### src/rtl/core/fcc_pkg.sv
// Shared types, constants and the byte-wide CRC-32 update for the frame checker.
// No dependencies; used by the result and config interfaces and all core modules.
package fcc_pkg;

  localparam int HDR_BYTES    = 32;
  localparam int HDR_CRC_SPAN = HDR_BYTES - 4;  // header bytes covered by the header CRC
  localparam int HDR_IDX_W    = $clog2(HDR_BYTES);
  localparam int CNT_W        = 33;
  localparam int CRC_W        = 32;

  localparam logic [CRC_W-1:0] CRC_POLY = 32'hEDB8_8320;
  localparam logic [CRC_W-1:0] CRC_ONES = 32'hFFFF_FFFF;
  localparam logic [CNT_W-1:0] CNT_MAX  = {CNT_W{1'b1}};

  typedef logic [2:0] status_t;
  localparam status_t ST_OK       = 3'd0;
  localparam status_t ST_TRUNC    = 3'd1;
  localparam status_t ST_MAGIC    = 3'd2;
  localparam status_t ST_VERSION  = 3'd3;
  localparam status_t ST_OVERSIZE = 3'd4;
  localparam status_t ST_HDR_CRC  = 3'd5;
  localparam status_t ST_PAY_CRC  = 3'd6;

  typedef logic [1:0] reg_idx_t;
  localparam reg_idx_t REG_MAGIC     = 2'd0;
  localparam reg_idx_t REG_VERSION   = 2'd1;
  localparam reg_idx_t REG_PAY_LIMIT = 2'd2;

  typedef struct packed {
    logic [31:0] magic;
    logic [15:0] version;
    logic [31:0] pay_limit;
  } cfg_t;

  typedef struct packed {
    logic [31:0] magic;
    logic [15:0] version;
    logic [15:0] msg_type;
    logic [31:0] flags;
    logic [31:0] session;
    logic [31:0] seq_num;
    logic [31:0] pay_len;
    logic [31:0] pay_crc;
    logic [31:0] hdr_crc;
  } hdr_t;

  // reflected CRC-32, one byte, bitwise
  function automatic logic [CRC_W-1:0] crc_byte(input logic [CRC_W-1:0] crc_in,
                                                input logic [7:0] b);
    logic [CRC_W-1:0] c;
    c = crc_in ^ {24'd0, b};
    for (int i = 0; i < 8; i++) begin
      c = c[0] ? ((c >> 1) ^ CRC_POLY) : (c >> 1);
    end
    return c;
  endfunction

  // little-endian header, byte i at raw[8*i +: 8]
  function automatic hdr_t hdr_unpack(input logic [8*HDR_BYTES-1:0] raw);
    hdr_t h;
    h.magic    = raw[31:0];
    h.version  = raw[47:32];
    h.msg_type = raw[63:48];
    h.flags    = raw[95:64];
    h.session  = raw[127:96];
    h.seq_num  = raw[159:128];
    h.pay_len  = raw[191:160];
    h.pay_crc  = raw[223:192];
    h.hdr_crc  = raw[255:224];
    return h;
  endfunction

endpackage

### src/rtl/core/fcc_if.sv
// Valid/ready channel interfaces for the frame checker: byte input, result, config.
// Depends on fcc_pkg.
interface fcc_in_if;
  logic       valid;
  logic       ready;
  logic [7:0] data_byte;
  logic       frame_end;

  modport source (output valid, output data_byte, output frame_end, input ready);
  modport sink   (input valid, input data_byte, input frame_end, output ready);
endinterface

interface fcc_out_if;
  import fcc_pkg::*;
  logic        valid;
  logic        ready;
  status_t     status;
  logic [15:0] msg_type;
  logic [31:0] frame_flags;
  logic [31:0] session_number;
  logic [31:0] sequence_number;
  logic [31:0] pay_len;
  logic [31:0] payload_crc;

  modport source (output valid, output status, output msg_type, output frame_flags,
                  output session_number, output sequence_number, output pay_len,
                  output payload_crc, input ready);
  modport sink   (input valid, input status, input msg_type, input frame_flags,
                  input session_number, input sequence_number, input pay_len,
                  input payload_crc, output ready);
endinterface

interface fcc_cfg_if;
  import fcc_pkg::*;
  logic        valid;
  logic        ready;
  reg_idx_t    index;
  logic [31:0] data;

  modport source (output valid, output index, output data, input ready);
  modport sink   (input valid, input index, input data, output ready);
endinterface

### src/rtl/core/fcc_check.sv
// Final-byte status decision for the frame checker (priority chain of header checks).
// Depends on fcc_pkg.
module fcc_check (
  input  fcc_pkg::hdr_t              hdr,
  input  fcc_pkg::cfg_t              cfg,
  input  logic [fcc_pkg::CNT_W-1:0]  byte_cnt,
  input  logic [fcc_pkg::CRC_W-1:0]  hdr_crc_calc,
  input  logic [fcc_pkg::CRC_W-1:0]  pay_crc_calc,
  output fcc_pkg::status_t           status
);
  import fcc_pkg::*;

  logic [CNT_W-1:0] frame_len;

  assign frame_len = CNT_W'(HDR_BYTES) + {1'b0, hdr.pay_len};

  always_comb begin
    if (byte_cnt < CNT_W'(HDR_BYTES)) begin
      status = ST_TRUNC;
    end else if (hdr.magic != cfg.magic) begin
      status = ST_MAGIC;
    end else if (hdr.version != cfg.version) begin
      status = ST_VERSION;
    end else if (hdr.pay_len > cfg.pay_limit) begin
      status = ST_OVERSIZE;
    end else if (hdr_crc_calc != hdr.hdr_crc) begin
      status = ST_HDR_CRC;
    end else if (byte_cnt != frame_len) begin
      // a saturated count never matches, so it lands here too
      status = ST_TRUNC;
    end else if (pay_crc_calc != hdr.pay_crc) begin
      status = ST_PAY_CRC;
    end else begin
      status = ST_OK;
    end
  end

endmodule

### src/rtl/core/frame_checker_crc32_core.sv
// Frame checker top level: byte input register, header store, CRC-32 and result register.
// Depends on fcc_pkg, fcc_if (channel interfaces) and fcc_check.
//
// Takes one frame byte per cycle with no bubbles between bytes or frames, save
// while the input stalls as below. Each accepted byte sits in an input register;
// from there the one-byte CRC-32 update, the header capture, the byte count and,
// on the final byte, the status decision are done, and the result register loads
// as the byte advances. A result thus passes the input register and then the
// result register before it shows on out_ch. Input stalls only while a finished
// result waits in the output register and the next final byte is ready behind it.
// The header store needs no clearing after reset; the block is ready out of reset.
// Registers are written through cfg_ch and should only change while no frame is
// in flight.
module frame_checker_crc32_core (
  input logic       clk,
  input logic       rst_n,
  fcc_in_if.sink    in_ch,
  fcc_out_if.source out_ch,
  fcc_cfg_if.sink   cfg_ch
);
  import fcc_pkg::*;

  // configuration
  cfg_t cfg_r;

  assign cfg_ch.ready = 1'b1;

  always_ff @(posedge clk) begin
    if (!rst_n) begin
      cfg_r.magic     <= '0;
      cfg_r.version   <= 16'd1;
      cfg_r.pay_limit <= 32'd65536;
    end else if (cfg_ch.valid) begin
      unique case (cfg_ch.index)
        REG_MAGIC:     cfg_r.magic     <= cfg_ch.data;
        REG_VERSION:   cfg_r.version   <= cfg_ch.data[15:0];
        REG_PAY_LIMIT: cfg_r.pay_limit <= cfg_ch.data;
        default: ;
      endcase
    end
  end

  // input register
  logic       stg_v_r;
  logic [7:0] stg_byte_r;
  logic       stg_last_r;
  logic       out_v_r;
  logic       stall;
  logic       advance;

  assign stall       = stg_v_r && stg_last_r && out_v_r && !out_ch.ready;
  assign advance     = stg_v_r && !stall;
  assign in_ch.ready = !stall;

  always_ff @(posedge clk) begin
    if (!rst_n) begin
      stg_v_r <= 1'b0;
    end else if (!stall) begin
      stg_v_r <= in_ch.valid;
    end
  end

  always_ff @(posedge clk) begin
    if (in_ch.valid && !stall) begin
      stg_byte_r <= in_ch.data_byte;
      stg_last_r <= in_ch.frame_end;
    end
  end

  // frame state
  logic [CNT_W-1:0] cnt_r,  cnt_nxt;
  logic [CRC_W-1:0] crc_r,  crc_nxt;
  logic [CRC_W-1:0] hcrc_r, hcrc_nxt;
  logic [7:0]       hdr_r   [HDR_BYTES];
  logic [7:0]       hdr_nxt [HDR_BYTES];
  logic [CRC_W-1:0] crc_upd;
  logic             in_hdr;
  logic [HDR_IDX_W-1:0]   hdr_idx;
  logic [8*HDR_BYTES-1:0] hdr_raw;
  hdr_t             hdr;
  status_t          status;

  assign crc_upd = crc_byte(crc_r, stg_byte_r);
  assign in_hdr  = cnt_r < CNT_W'(HDR_BYTES);
  assign hdr_idx = cnt_r[HDR_IDX_W-1:0];
  assign cnt_nxt = (cnt_r == CNT_MAX) ? cnt_r : cnt_r + CNT_W'(1);

  always_comb begin
    crc_nxt  = crc_r;
    hcrc_nxt = hcrc_r;
    if (cnt_r < CNT_W'(HDR_CRC_SPAN)) begin
      if (cnt_r == CNT_W'(HDR_CRC_SPAN - 1)) begin
        // header CRC done; restart for the payload
        hcrc_nxt = crc_upd ^ CRC_ONES;
        crc_nxt  = CRC_ONES;
      end else begin
        crc_nxt = crc_upd;
      end
    end else if (!in_hdr) begin
      crc_nxt = crc_upd;
    end
    // stored header CRC bytes themselves are not covered
  end

  always_comb begin
    for (int i = 0; i < HDR_BYTES; i++) begin
      hdr_nxt[i] = (in_hdr && hdr_idx == HDR_IDX_W'(i)) ? stg_byte_r : hdr_r[i];
      hdr_raw[8*i +: 8] = hdr_nxt[i];
    end
  end

  assign hdr = hdr_unpack(hdr_raw);

  fcc_check u_check (
    .hdr          (hdr),
    .cfg          (cfg_r),
    .byte_cnt     (cnt_nxt),
    .hdr_crc_calc (hcrc_nxt),
    .pay_crc_calc (crc_nxt ^ CRC_ONES),
    .status       (status)
  );

  always_ff @(posedge clk) begin
    if (!rst_n) begin
      cnt_r  <= '0;
      crc_r  <= CRC_ONES;
      hcrc_r <= '0;
    end else if (advance) begin
      if (stg_last_r) begin
        cnt_r  <= '0;
        crc_r  <= CRC_ONES;
        hcrc_r <= '0;
      end else begin
        cnt_r  <= cnt_nxt;
        crc_r  <= crc_nxt;
        hcrc_r <= hcrc_nxt;
      end
    end
  end

  always_ff @(posedge clk) begin
    if (advance) begin
      hdr_r <= hdr_nxt;
    end
  end

  // result register
  status_t     res_status_r;
  logic [15:0] res_type_r;
  logic [31:0] res_flags_r;
  logic [31:0] res_session_r;
  logic [31:0] res_seq_r;
  logic [31:0] res_len_r;
  logic [31:0] res_pcrc_r;
  logic        short_frame;

  assign short_frame = cnt_nxt < CNT_W'(HDR_BYTES);

  always_ff @(posedge clk) begin
    if (!rst_n) begin
      out_v_r <= 1'b0;
    end else if (advance && stg_last_r) begin
      out_v_r <= 1'b1;
    end else if (out_ch.ready) begin
      out_v_r <= 1'b0;
    end
  end

  always_ff @(posedge clk) begin
    if (advance && stg_last_r) begin
      res_status_r <= status;
      if (short_frame) begin
        res_type_r    <= '0;
        res_flags_r   <= '0;
        res_session_r <= '0;
        res_seq_r     <= '0;
        res_len_r     <= '0;
        res_pcrc_r    <= '0;
      end else begin
        res_type_r    <= hdr.msg_type;
        res_flags_r   <= hdr.flags;
        res_session_r <= hdr.session;
        res_seq_r     <= hdr.seq_num;
        res_len_r     <= hdr.pay_len;
        res_pcrc_r    <= hdr.pay_crc;
      end
    end
  end

  assign out_ch.valid           = out_v_r;
  assign out_ch.status          = res_status_r;
  assign out_ch.msg_type        = res_type_r;
  assign out_ch.frame_flags     = res_flags_r;
  assign out_ch.session_number  = res_session_r;
  assign out_ch.sequence_number = res_seq_r;
  assign out_ch.pay_len         = res_len_r;
  assign out_ch.payload_crc     = res_pcrc_r;

endmodule

### src/flat_wrapper.sv
// flat-port wrapper written by rule: the top's interface ports become plain ports
module frame_checker_crc32_core_flat import fcc_pkg::*;
  (clk, rst_n, in_ch_valid, in_ch_data_byte, in_ch_frame_end, in_ch_ready, out_ch_valid, out_ch_status, out_ch_msg_type, out_ch_frame_flags, out_ch_session_number, out_ch_sequence_number, out_ch_pay_len, out_ch_payload_crc, out_ch_ready, cfg_ch_valid, cfg_ch_index, cfg_ch_data, cfg_ch_ready);
  fcc_in_if in_ch_i ();
  fcc_out_if out_ch_i ();
  fcc_cfg_if cfg_ch_i ();
  input logic clk;
  input logic rst_n;
  input wire logic [$bits(in_ch_i.valid)-1:0] in_ch_valid;
  input wire logic [$bits(in_ch_i.data_byte)-1:0] in_ch_data_byte;
  input wire logic [$bits(in_ch_i.frame_end)-1:0] in_ch_frame_end;
  output wire logic [$bits(in_ch_i.ready)-1:0] in_ch_ready;
  output wire logic [$bits(out_ch_i.valid)-1:0] out_ch_valid;
  output wire logic [$bits(out_ch_i.status)-1:0] out_ch_status;
  output wire logic [$bits(out_ch_i.msg_type)-1:0] out_ch_msg_type;
  output wire logic [$bits(out_ch_i.frame_flags)-1:0] out_ch_frame_flags;
  output wire logic [$bits(out_ch_i.session_number)-1:0] out_ch_session_number;
  output wire logic [$bits(out_ch_i.sequence_number)-1:0] out_ch_sequence_number;
  output wire logic [$bits(out_ch_i.pay_len)-1:0] out_ch_pay_len;
  output wire logic [$bits(out_ch_i.payload_crc)-1:0] out_ch_payload_crc;
  input wire logic [$bits(out_ch_i.ready)-1:0] out_ch_ready;
  input wire logic [$bits(cfg_ch_i.valid)-1:0] cfg_ch_valid;
  input wire logic [$bits(cfg_ch_i.index)-1:0] cfg_ch_index;
  input wire logic [$bits(cfg_ch_i.data)-1:0] cfg_ch_data;
  output wire logic [$bits(cfg_ch_i.ready)-1:0] cfg_ch_ready;
  assign in_ch_i.valid = in_ch_valid;
  assign in_ch_i.data_byte = in_ch_data_byte;
  assign in_ch_i.frame_end = in_ch_frame_end;
  assign in_ch_ready = in_ch_i.ready;
  assign out_ch_valid = out_ch_i.valid;
  assign out_ch_status = out_ch_i.status;
  assign out_ch_msg_type = out_ch_i.msg_type;
  assign out_ch_frame_flags = out_ch_i.frame_flags;
  assign out_ch_session_number = out_ch_i.session_number;
  assign out_ch_sequence_number = out_ch_i.sequence_number;
  assign out_ch_pay_len = out_ch_i.pay_len;
  assign out_ch_payload_crc = out_ch_i.payload_crc;
  assign out_ch_i.ready = out_ch_ready;
  assign cfg_ch_i.valid = cfg_ch_valid;
  assign cfg_ch_i.index = cfg_ch_index;
  assign cfg_ch_i.data = cfg_ch_data;
  assign cfg_ch_ready = cfg_ch_i.ready;
  frame_checker_crc32_core u_core (.clk(clk), .rst_n(rst_n), .in_ch(in_ch_i), .out_ch(out_ch_i), .cfg_ch(cfg_ch_i));
endmodule
### config.mk
export PLATFORM = sky130hd
export DESIGN_NAME = frame_checker_crc32_core_flat
export DESIGN_NICKNAME = d
export VERILOG_FILES = /design/src/rtl/core/fcc_pkg.sv /design/src/rtl/core/fcc_if.sv /design/src/rtl/core/fcc_check.sv /design/src/rtl/core/frame_checker_crc32_core.sv /design/src/flat_wrapper.sv
export SDC_FILE = /design/constraint.sdc
export NUM_CORES = 1
export LEC_CHECK = 0
export ABC_AREA = 1
export BUFFER_PORTS_ARGS = -buffer_cell sky130_fd_sc_hd__clkbuf_2
export CORE_UTILIZATION = 40
export DETAILED_ROUTE_END_ITERATION = 8
export SLEW_MARGIN = 0
export SYNTH_ARGS = -nofsm -noshare
export SYNTH_HDL_FRONTEND = slang
export SYNTH_SLANG_ARGS = --single-unit
### constraint.sdc
create_clock -name clk -period 15 [get_ports clk]
set_input_delay 2.25 -clock clk [delete_from_list [all_inputs] [get_ports clk]]
set_output_delay 2.25 -clock clk [all_outputs]
set_load 0.1 [all_outputs]
==> out/qor.yml <==
synth.most_common_cell: "nand2_1"
nNetsFinal: 3936
die_y_um: 281.9
power.density_nw_per_um2: 114.2
grt_pass1_wl_mm: 140.0
p_leak_nw: 16.50
die_w_um: 281.9
grtUsageTotal_pct: 23.25
fin_area_um2: 35700
cp_max_fo: 3
cts_root_buffer: "clkbuf_16"
grt-ovfl-total: 0
ys_types: 48
setup_viol: 0
drive_gt1_share_pct: 11.90
start_util_pct: 40.46
tritoncts: "done"
async_flop_share_pct: 0
core_area_um2: 77470
worstSkewPairLatency_ns: 0.62
rr_endpoint: "u_core.out_ch.status[1]$_SDFFCE_PP0P_"
finalWeightedCongestion: 0.9275
numPortBuffers: 228
synth_commonest_cells: "nand2_1, edfxtp_1, nor2_1"
clock-sinks: 623
critical_path_class: "input port to output port"
peakVddDrop_mv: 0.08172
slew_headroom_pct: 16.11
grt_max_degree: 143
yosysTopAreaCellShare_pct: 42.54
rrSetupSlack_ns: 10.03
avgSynthCellArea_um2: 8.533
hold_class: "flop to flop"
via_count: 25010
yosysTopAreaCell: "edfxtp_1"
crit_path_cell_trace: "clkbuf_2 > nor2_1 > inv_1 > nor2_1 > inv_1 > clkbuf_2"
slew_viol_final: 0
crit_required_ns: 12.75
dp_hpwl_mm: 63.63
skew_ns: 0.02423
cp-start-kind: "input port"
fin_util_pct: 46.09
yosysWarnings: 0
drc: 0
cts_resized: 0
synth_seq_cells: 623
first_pass_iters: 6
syn_nets: 3760
hp-start: "u_core.hcrc_r[12]$_SDFFE_PN0P_"
rsz0062_at_grt: "false"
postPlaceCellArea_um2: 33360
fin_crit_sh_pct: 38.34
max_stage_delay_ns: 0.39
h-tree-depth: 3
wirelength_mm: 93.66
whs_path_depth: 2
syn_to_final_growth_pct: 13.91
ioPinCount: 230
tns_ns: 0
path_delay_family: "buffers and inverters"
clkTransAtPathRegs_ns: 0.06
via_per_inst: 5.056
ant_nets: 0
path_buf_inv: 4
clk_path_buf_depth: 3
drv_cap: 0
timing.final.crit_period_ns: 5.750
wire_per_inst_um: 18.93
whs_endpoint: "u_core.hcrc_r[12]$_SDFFE_PN0P_"
fmax_ghz: 0.1739
power_mw: 4.078
synth_ff_type: "edfxtp_1"
yosysSeqAreaShare_pct: 53.97
hold_viol: 0
antenna-diode-count: 0
rows: 102
hold_ws_ns: 0.4613
postCtsSetupBuffers: 0
r2r_cells: 21
cp.arrival_ns: 3.50
cpMaxStageDelayCell: "clkbuf_2"
netlist_top_cells_area: "edfxtp_1, nand2_1, dfxtp_1"
tightest_slew_ns: 1.258
outcome: "complete, no violations"
antenna_found_initial: 4
r2r_start: "u_core.cnt_r[32]$_SDFFE_PN0P_"
grt_pass1_vias: 22730
syn_inst: 3673
drt_iter0_drc: 2470
end_kind: "output port"
syn_area_um2: 31340
hold_buffers: 0
cts_buffers: 70
die_area_um2: 79480
synth_edf_count: 444
-- logic make-up (layout without fill, tap and decap cells) --
group                    after synthesis  count (layout)  share of synthesized area [%]
flip-flops                           623             623                          53.97
AND/OR/NAND/NOR                     1688            1688                          22.51
AO/OA/AOI/OAI                        562             562                          9.174
multiplexers                           1               1                        0.03194
other                                  1               1                        0.01197
buffers and inverters                567             801                          7.158
adder cells (fa/ha/maj)               39              39                          1.557
XOR/XNOR                             192             192                          5.585
-- worst max-delay path by stage --
stage / startpoint / end / slack [ns] / cells after the start
global route: out_ch_ready / in_ch_ready / 9.04 / 6
detailed placement: out_ch_ready / in_ch_ready / 9.13 / 6
CTS: out_ch_ready / in_ch_ready / 9.13 / 6
finish: out_ch_ready / in_ch_ready / 9.25 / 6
floorplan: out_ch_ready / u_core.crc_r[16]$_SDFFE_PN1P_ / 3.45 / 9
global placement: out_ch_ready / in_ch_ready / 9.14 / 6
-- worst register-to-register path: stages (launching register included) --
cell      delay (ns)
dfxtp_1         0.40
nor2_1          0.13
nand2_1         0.06
nor2_1          0.12
nand2_1         0.15
nor2_4          0.10
buf_4           0.52
nand2_2         0.31
inv_2           0.24
nand2_1         0.08
buf_4           0.27
nand2_1         0.21
nand2_1         0.53
nand2_1         0.26
nand2_1         0.10
xor2_1          0.15
nor3_1          0.22
nand3b_1        0.13
nor2_1          0.17
nand4_1         0.31
nand3_1         0.16
a21oi_1         0.07
-- state kept, by name, summed over array words and instances, names as in the netlist --
name and cells:
u_core.hdr_r 256, u_core.cnt_r 33, u_core.out_ch.sequence_number 32, u_core.crc_r 32, u_core.cfg_r 80, u_core.out_ch.payload_crc 32
u_core.out_ch.valid 1, u_core.out_ch.status 3, u_core.out_ch.session_number 32, u_core.stg_v_r 1, u_core.stg_byte_r 8, u_core.hcrc_r 32
u_core.out_ch.frame_flags 32, u_core.out_ch.msg_type 16, u_core.stg_last_r 1, u_core.out_ch.pay_len 32
-- report_power, final --
group / internal, mW / leakage, nW / total (mW) / switching [mW]
clock: 1.03 / 1.14 / 1.76 / 0.726
combinational: 0.0990 / 10.4 / 0.424 / 0.325
sequential: 1.88 / 5.00 / 1.90 / 0.0216
-- cell type report --
cell class              instances  area [µm²]
fillers                      7599       41770
flip-flops and latches        623       16920
multi-input cells            2483       12200
clock buffers                  93        1921
inverters                     409        1550
repair buffers                262        1396
well taps                    1040        1301
clock inverters                37       417.9
-- through the flow --
stage               setup slack (ns)  cells
global placement               9.138   4817
global route                   9.041   4947
floorplan                      3.455   3673
detailed placement             9.132   4817
finish                         9.250   4947
CTS                            9.127   4947
-- metal layers --
metal / vias to the layer above / track usage (%) / part of all wire (%)
met4: 4 / 7.595 / 2.7
li1: 12360 / - / -
met3: 151 / 3.571 / 7.2
met2: 880 / 34.92 / 43
met1: 11620 / 34.05 / 47
met5: - / 0 / 0.025
-- layout by cell type, fill, tap and decap left out, drive strengths merged --
cell,synthesis,final
a21oi,151,151
clkinvlp,0,1
o2111ai,1,1
nor2,430,430
nand2,976,976
xor2,141,141
ha,39,39
xnor3,5,5
nand4,31,31
o211ai,10,10
mux2i,1,1
edfxtp,444,444
buf,49,34
nor4,22,22
dfxtp,179,179
o21ai,386,386
clkinv,4,30
nor3,22,22
or3,1,1
a211oi,1,1
o22ai,4,4
nand3b,12,12
xnor2,46,46
o221ai,2,2
clkbuf,109,321
o21bai,1,1
a31oi,1,1
conb,1,1
a22oi,1,1
bufinv,0,7
or2,37,37
a32o,1,1
inv,405,408
and2,1,1
nand3,156,156
o21a,3,3
Power figures use the tool's default switching activity.
